## config.mk

```make
export PLATFORM = sky130hd
export DESIGN_NAME = bclr_way_select
export DESIGN_NICKNAME = d
export VERILOG_FILES = /design/src/hdl/bclr_pkg.sv /design/src/hdl/bclr_way_select.sv
export SDC_FILE = /design/constraint.sdc
export NUM_CORES = 1
export LEC_CHECK = 0
export BUFFER_PORTS_ARGS = -buffer_cell sky130_fd_sc_hd__clkbuf_2
export CORE_ASPECT_RATIO = 1.5
export CORE_MARGIN = 2
export CORE_UTILIZATION = 30
export DETAILED_ROUTE_END_ITERATION = 10
export PLACE_DENSITY = 0.6
export SYNTH_ARGS = -nofsm -noshare
export SYNTH_HDL_FRONTEND = slang
export SYNTH_SLANG_ARGS = --single-unit
```

## constraint.sdc

```tcl
create_clock -name vclk -period 21.1
set_clock_uncertainty 0.1 [all_clocks]
set_input_delay 4.22 -clock vclk [all_inputs]
set_output_delay 4.22 -clock vclk [all_outputs]
set_load 0.005 [all_outputs]
```

## src/hdl/bclr_pkg.sv

```systemverilog
// bclr_pkg: shared types, opcodes and status codes of the block cache
// used by block_cache_lookup_replace, bclr_way_select and bclr_checker; no dependencies
package bclr_pkg;

  // operation carried by one item
  typedef enum logic [1:0] {
    OP_LOOKUP = 2'd0,
    OP_UPDATE = 2'd1,
    OP_FLUSH  = 2'd2,
    OP_NONE   = 2'd3
  } op_t;

  // line status codes
  localparam logic [2:0] ST_NONE   = 3'd0;
  localparam logic [2:0] ST_QUEUED = 3'd1;
  localparam logic [2:0] ST_READY  = 3'd2;
  localparam logic [2:0] ST_FAILED = 3'd3;
  localparam logic [2:0] ST_OTHER  = 3'd4;

  // eviction priorities, larger goes first
  localparam logic [2:0] PRIO_FAILED = 3'd5;
  localparam logic [2:0] PRIO_NONE   = 3'd4;
  localparam logic [2:0] PRIO_READY  = 3'd3;
  localparam logic [2:0] PRIO_OTHER  = 3'd2;
  localparam logic [2:0] PRIO_QUEUED = 3'd1;

  // hotness seed for the victim search
  localparam logic [7:0] HOT_MAX = 8'hFF;

  // one cache line as stored
  typedef struct packed {
    logic        valid;
    logic [31:0] tag;
    logic [2:0]  status;
    logic [7:0]  hotness;
  } line_t;

  // map a status code to its eviction priority
  function automatic logic [2:0] evict_prio(input logic [2:0] status);
    logic [2:0] prio;
    unique case (status)
      ST_FAILED: prio = PRIO_FAILED;
      ST_NONE:   prio = PRIO_NONE;
      ST_READY:  prio = PRIO_READY;
      ST_QUEUED: prio = PRIO_QUEUED;
      default:   prio = PRIO_OTHER;
    endcase
    return prio;
  endfunction

endpackage

```

## src/hdl/bclr_way_select.sv

```systemverilog
// bclr_way_select: tag compare over the ways of one set and victim choice on a miss
// depends on bclr_pkg for line_t and evict_prio
module bclr_way_select #(
  parameter int NUM_WAYS = 4,
  parameter int WAY_W    = 2
) (
  input  bclr_pkg::line_t [NUM_WAYS-1:0] row,
  input  logic [31:0]                    tag,
  output logic                           hit,
  output logic [WAY_W-1:0]               hit_way,
  output logic [WAY_W-1:0]               victim_way
);

  // first valid way with a matching tag
  always_comb begin
    hit     = 1'b0;
    hit_way = '0;
    for (int w = NUM_WAYS - 1; w >= 0; w--) begin
      if (row[w].valid && (row[w].tag == tag)) begin
        hit     = 1'b1;
        hit_way = WAY_W'(w);
      end
    end
  end

  // first invalid way, else highest priority, ties to the colder way, the later one on equal hotness
  always_comb begin
    logic       inv_found;
    logic       have;
    logic [2:0] bprio;
    logic [2:0] prio;
    logic [7:0] bhot;
    inv_found  = 1'b0;
    have       = 1'b0;
    bprio      = '0;
    prio       = '0;
    bhot       = bclr_pkg::HOT_MAX;
    victim_way = '0;
    for (int w = 0; w < NUM_WAYS; w++) begin
      if (!inv_found) begin
        if (!row[w].valid) begin
          inv_found  = 1'b1;
          victim_way = WAY_W'(w);
        end else begin
          prio = bclr_pkg::evict_prio(row[w].status);
          if (!have || (prio > bprio) || ((prio == bprio) && (row[w].hotness <= bhot))) begin
            have       = 1'b1;
            victim_way = WAY_W'(w);
            bprio      = prio;
            bhot       = row[w].hotness;
          end
        end
      end
    end
  end

endmodule

```

==> impl_metrics.ini, run 1 <==
[worst_setup_path]
worst_path_max_delay_cell = o21ai_1
worstSetupPathType = input port to primary output
critPathCaptureType = primary output
cp.arrival_ns = 10.71
worst_setup_path_start_kind = input port
crit_required_ns = 16.78
max_stage_delay_ns = 0.95
crit_fanout = 28

[clock_tree]
cts_resized = 0
postCtsHoldBufs = 0
cts_setup_buffers = 0

[cells_and_area]
final_common_cell = clkbuf_2
seq_area_um2 = 0
drive_gt1_frac = 0.389
diodes = 0
clock_buffers = 0
syn_to_final_growth_pct = 40.9
final_cell_mix = clkbuf_2 (213), xnor2_1 (90), xor2_1 (42)
nets = 809
numSequentialCells = 0

[timing]
period_minus_slack_ns = 15.03
setup_viol = 0
finalSetupTns_ns = 0
rsz0062_at_grt = false
fin_crit_sh = 0.713
relSlewSlack = 0.168
worst_pin_slew_ns = 1.24
final_max_slew_viol_count = 0
fmaxAchievable_mhz = 66.5
hold_viol_final = 0

[synth]
synth_nets = 604
syn_area_mm2 = 0.00280
avgSynthCellArea_um2 = 7.72
ys_types = 43
syn_inst = 363
ys_warn_count = 0
yosysSeqAreaShare = 0

[route]
via_per_inst = 5.03
drc = 0
first_pass_iters = 4
m1WireLength_um = 4180
final_antenna_net_count = 0
drt-initial-drc-count = 101
route.met3.wl_um = 830
drt-total-wl_um = 11700
wl_per_cell_um = 17.3
vias = 3411
dr.max_layer_used = met4
wl_met2_um = 6260

[die]
die_w_um = 82.9
core_mm2 = 0.00915
ioPinCount = 213
start_util = 0.307
die_h_um = 122
placementRows = 43
die-area_mm2 = 0.0102

[outcome]
outcome = finished clean

[placed_design]
port_buffers = 213
routabilityCongestion = 0.878
hpwl_um = 11000

[global_route]
grt_pass1_wl_um = 17400
gr-total-overflow = 0
grt_use_total = 0.216
grt_max_degree = 29
antenna_found_initial = 0
grt_pass1_vias = 3533

[power]
p_leak_nw = 1.96
p_per_area_mw_per_mm2 = 22.9
total_power_w = 0.0000903
intPower_w = 0.0000451
pwr-share-comb = 1.000
power_switching_w = 0.0000452
clkPwrFrac = 0
sequentialPowerShare = 0
ir_worst_vdd_mv = 0.0110
switching_share = 0.501

[job]
cap_viol_max_count = 0

[worst_hold_path]
worstHoldPathType = input port to primary output
## final cells by class
type                            instances  area, um^2
Tap cell                              112         140
Timing Repair Buffer                  213        1070
Inverter                               21        78.8
Multi-Input combinational cell        332        2670
Fill cell                             983        5200
## routing by layer
metal	global-route usage	vias to the layer above
met5	0	-
met2	0.440	184
met1	0.224	1511
li1	-	1693
met3	0.0316	23
met4	0.0707	0
## power by group through the flow
stage	logic [W]	clock network [W]	registers [W]
6_report	0.0000903	0	0
3_5_place_dp	0.0000907	0	0
5_1_grt	0.0000996	0	0
2_1_floorplan	0.0000513	0	0
3_3_place_gp	0.0000888	0	0
4_1_cts	0.0000911	0	0
## critical path: cells and delay by family
kind	cells	cell delay, ns
simple gates	9	1.93
fa+ha+maj	3	0.79
buf+inv	4	0.61
compound gates	11	2.59
mux	2	0.55
## kinds of logic (layout without fill, tap and decap cells)
logic type	Yosys count	after routing	share of synthesized area
AOI/OAI and AO/OA	43	43	0.0964
xor gates and xnor gates	132	132	0.412
adders and majority gates	33	33	0.147
buffers and inverters	31	234	0.0495
muxes	20	20	0.0723
and+or+nand+nor	104	104	0.222
## synth_stat cells, types with 6 or more instances
library cell / number / area [um^2]
inv_1: 21 / 78.8
xor2_1: 42 / 368
o21ai_0: 8 / 40.0
nor4_1: 13 / 81.3
buf_2: 6 / 30.0
ha_1: 33 / 413
xnor2_1: 90 / 788
a21oi_1: 11 / 55.1
nor2b_1: 15 / 93.8
nor2_1: 8 / 30.0
nand2_1: 15 / 56.3
mux2i_1: 18 / 180
nand4_1: 31 / 194
## final timing paths
kind,from,to,cells past startpoint
max,row[43],victim_way[1],29
min,row[131],victim_way[1],3
## through the flow
| stage | std cells | instance area (um^2) | utilization | setup WS, ns | hold slack (ns) |
|---|---|---|---|---|---|
| 4_1_cts | 678 | 3950 | 0.432 | 6.13 | 8.69 |
| 2_1_floorplan | 363 | 2800 | - | 7.61 | 8.41 |
| 3_5_place_dp | 678 | 3950 | 0.432 | 6.13 | 8.68 |
| 6_report | 678 | 3950 | 0.432 | 6.07 | 8.69 |
| 5_1_grt | 678 | 3950 | 0.432 | 5.60 | 8.71 |
| 3_3_place_gp | 678 | 3950 | 0.432 | 6.41 | 8.68 |
Power figures use the tool's default switching activity.
==> inputs of run 2 (changes only) <==
clock period = 15.8 ns   (was 21.1 ns; I/O delays follow)
==> impl_metrics.ini, run 2 (synthesis results as in run 1) <==
[outcome]
outcome = finished clean

[timing]
setup_viol = 0
finalSetupTns_ns = 0
fin_crit_sh = 0.813
worst_pin_slew_ns = 1.24
relSlewSlack = 0.166
fmaxAchievable_mhz = 77.8
final_max_slew_viol_count = 0
hold_viol_final = 0
rsz0062_at_grt = false
period_minus_slack_ns = 12.85

[die]
core_mm2 = 0.00915
ioPinCount = 213
die_w_um = 82.9
start_util = 0.307
placementRows = 43
die_h_um = 122
die-area_mm2 = 0.0102

[power]
p_per_area_mw_per_mm2 = 30.6
power_switching_w = 0.0000606
pwr-share-comb = 1.000
switching_share = 0.502
clkPwrFrac = 0
p_leak_nw = 1.96
intPower_w = 0.0000602
ir_worst_vdd_mv = 0.0148
sequentialPowerShare = 0

[worst_setup_path]
max_stage_delay_ns = 0.95
critPathCaptureType = primary output
crit_fanout = 28
worst_path_max_delay_cell = o21ai_1
crit_required_ns = 12.54
worstSetupPathType = input port to primary output
cp.arrival_ns = 9.59
worst_setup_path_start_kind = input port

[clock_tree]
cts_resized = 0
postCtsHoldBufs = 0
cts_setup_buffers = 0

[placed_design]
routabilityCongestion = 0.878
port_buffers = 213
place_area_mm2 = 0.00395
hpwl_um = 11000

[cells_and_area]
seq_area_um2 = 0
syn_to_final_growth_pct = 40.9
multiInputGateArea_mm2 = 0.00267
numSequentialCells = 0
final_cell_mix = clkbuf_2 (213), xnor2_1 (90), xor2_1 (42)
final_cell_area_mm2 = 0.00395
fillers = 958
nets = 809
final_common_cell = clkbuf_2
drive_gt1_frac = 0.389
diodes = 0
clock_buffers = 0

[global_route]
antenna_found_initial = 0
grt_use_total = 0.215
grt_pass1_vias = 3466
grt_max_degree = 29
grt_pass1_wl_um = 17300
gr-total-overflow = 0

[route]
final_antenna_net_count = 0
via_per_inst = 5.01
drc = 0
drt-total-wl_um = 11700
first_pass_iters = 6
vias = 3398
drt-initial-drc-count = 65
wl_per_cell_um = 17.3

[job]
cap_viol_max_count = 0

[worst_hold_path]
worstHoldPathType = input port to primary output
-- run 2: final cells by class --
class,instances,area share
tap,112,0.0355
multi-input combinational,332,0.675
timing repair buffer,213,0.270
inverter,21,0.0200
-- run 2: path summary, 6_finish.rpt --
| path | startpoint | to | slack [ns] | cells past startpoint |
|---|---|---|---|---|
| setup / recovery | row[43] | victim_way[0] | 2.95 | 28 |
| hold / removal | row[131] | victim_way[1] | 6.56 | 3 |
-- run 2: power groups by stage --
stage | sequential, W | combinational [W] | clock (W)
after floorplan | 0 | 0.0000684 | 0
after global placement | 0 | 0.000119 | 0
after detailed placement | 0 | 0.000121 | 0
after CTS | 0 | 0.000122 | 0
after global routing | 0 | 0.000133 | 0
final | 0 | 0.000121 | 0
-- run 2: stage by stage --
stage          hold WS, ns  setup slack, ns  instances  utilization   power, W
4_1_cts               6.56             3.00        678        0.432   0.000122
3_3_place_gp          6.56             3.23        678        0.432   0.000119
5_1_grt               6.58             2.54        678        0.432   0.000133
3_5_place_dp          6.56             2.98        678        0.432   0.000121
6_report              6.56             2.95        678        0.432   0.000121
2_1_floorplan         6.29             4.43        363            -  0.0000684
-- run 2: layer usage --
layer  track usage  vias to the layer above  part of all wire
met5             0                        -                 0
met3        0.0397                       14             0.073
li1              -                     1693                 -
met2         0.444                      175              0.54
met4        0.0502                        0             0.027
met1         0.219                     1516              0.36
-- run 2: worst max-delay path: cells and delay by family --
family	cells	cell delay [ns]
adders and majority gates	3	0.81
buffers and inverters	3	0.60
muxes	2	0.56
and+or+nand+nor	10	2.03
AOI/OAI and AO/OA	10	2.43
==> inputs of run 3 (changes only) <==
clock period = 12.3 ns   (was 15.8 ns; I/O delays follow)
==> impl_metrics.ini, run 3 (synthesis results as in run 1) <==
[worst_setup_path]
worstSetupPathType = input port to primary output
critPathCaptureType = primary output
critPathLaunch = row[43]
crit_fanout = 28
cp-endpoint = victim_way[0]
cp.arrival_ns = 8.34
crit_required_ns = 9.74
worst_setup_path_start_kind = input port

[global_route]
grt_pass1_vias = 3508
grt_max_degree = 29
gr-total-overflow = 0
grt_use_total = 0.219
grt_pass1_wl_um = 17400
antenna_found_initial = 0

[cells_and_area]
final_cell_area_mm2 = 0.00396
finish.utilization = 0.433
drive_gt1_frac = 0.390
final_common_cell = clkbuf_2
multiInputGateArea_mm2 = 0.00267
nets = 810
fillers = 999
numSequentialCells = 0
syn_to_final_growth_pct = 41.2
clock_buffers = 0
seq_area_um2 = 0
final_cell_mix = clkbuf_2 (213), xnor2_1 (90), xor2_1 (42)

[route]
drt-total-wl_um = 11700
drt-initial-drc-count = 81
via_per_inst = 4.95
wl_per_cell_um = 17.2
drc = 0
vias = 3367
final_antenna_net_count = 0
first_pass_iters = 4

[timing]
worst_pin_slew_ns = 0.622
timing.hold.ws_ns = 5.17
hold_viol_final = 0
period_minus_slack_ns = 10.90
fin_crit_sh = 0.886
rsz0062_at_grt = false
fmaxAchievable_mhz = 91.8
setup_viol = 0
finalSetupTns_ns = 0
final_max_slew_viol_count = 0
relSlewSlack = 0.585

[outcome]
outcome = finished clean

[placed_design]
routabilityCongestion = 0.879
hpwl_um = 11000
place_area_mm2 = 0.00396
port_buffers = 213

[power]
sequentialPowerShare = 0
total_power_w = 0.000156
clkPwrFrac = 0
switching_share = 0.501
power_switching_w = 0.0000780
pwr-share-comb = 1.000
p_per_area_mw_per_mm2 = 39.4
intPower_w = 0.0000778
p_leak_nw = 1.96
ir_worst_vdd_mv = 0.0220

[die]
ioPinCount = 213
start_util = 0.307
placementRows = 43
core_mm2 = 0.00915
die_h_um = 122
die-area_mm2 = 0.0102
die_w_um = 82.9

[clock_tree]
cts_setup_buffers = 0
postCtsHoldBufs = 0
cts_resized = 0

[job]
cap_viol_max_count = 0

[worst_hold_path]
worstHoldPathType = input port to primary output
## run 3: worst max-delay path, stage by stage
cell and delay [ns]:
clkbuf_2 0.39, o21ai_0 0.26, ha_1 0.38, nor2b_1 0.14
nor4b_1 0.35, o32a_1 0.23, o21ai_1 0.07, buf_4 0.20
mux2i_1 0.17, nand2_1 0.11, inv_1 0.09, ha_1 0.23
nor2b_1 0.14, o211ai_1 0.20, a21oi_1 0.09, nor3_1 0.17
a21o_1 0.16, and4_1 0.61, mux2i_1 0.28, ha_1 0.26
nor2b_1 0.13, o21a_1 0.16, o21ai_1 0.13, a21oi_1 0.08
a2111oi_0 0.29, o31ai_1 0.18, a31oi_1 0.20, clkbuf_2 0.14
## run 3: power groups by stage
stage / registers, W / logic, W / clock network [W]
3_3_place_gp: 0 / 0.000153 / 0
5_1_grt: 0 / 0.000173 / 0
2_1_floorplan: 0 / 0.0000879 / 0
4_1_cts: 0 / 0.000157 / 0
6_report: 0 / 0.000156 / 0.0000000000109
3_5_place_dp: 0 / 0.000157 / 0
## run 3: metal layers
layer  vias to the layer above  GRT usage  part of all wire
met5                         -          0                 0
met4                         0     0.0400             0.021
met3                        14     0.0343             0.076
met2                       172      0.464              0.56
met1                      1483      0.222              0.34
li1                       1698          -                 -
## run 3: worst min-delay path by stage
stage	start	end	slack (ns)	depth (start not counted)
floorplan	row[87]	victim_way[0]	4.89	1
global route	row[131]	victim_way[1]	5.21	3
finish	row[131]	victim_way[1]	5.17	3
CTS	row[131]	victim_way[1]	5.17	3
detailed placement	row[131]	victim_way[1]	5.17	3
global placement	row[131]	victim_way[1]	5.16	3
## run 3: through the flow
| stage | setup WS (ns) | cells |
|---|---|---|
| final | 1.40 | 680 |
| after global routing | 0.938 | 679 |
| after global placement | 1.77 | 679 |
| after CTS | 1.51 | 679 |
| after detailed placement | 1.51 | 679 |
| after floorplan | 2.33 | 363 |
## run 3: final cells by class
cell class	instances	area share
Multi-Input combinational cell	332	0.673
Timing Repair Buffer	214	0.271
Antenna cell	1	0.000632
Tap cell	112	0.0354
Inverter	21	0.0199
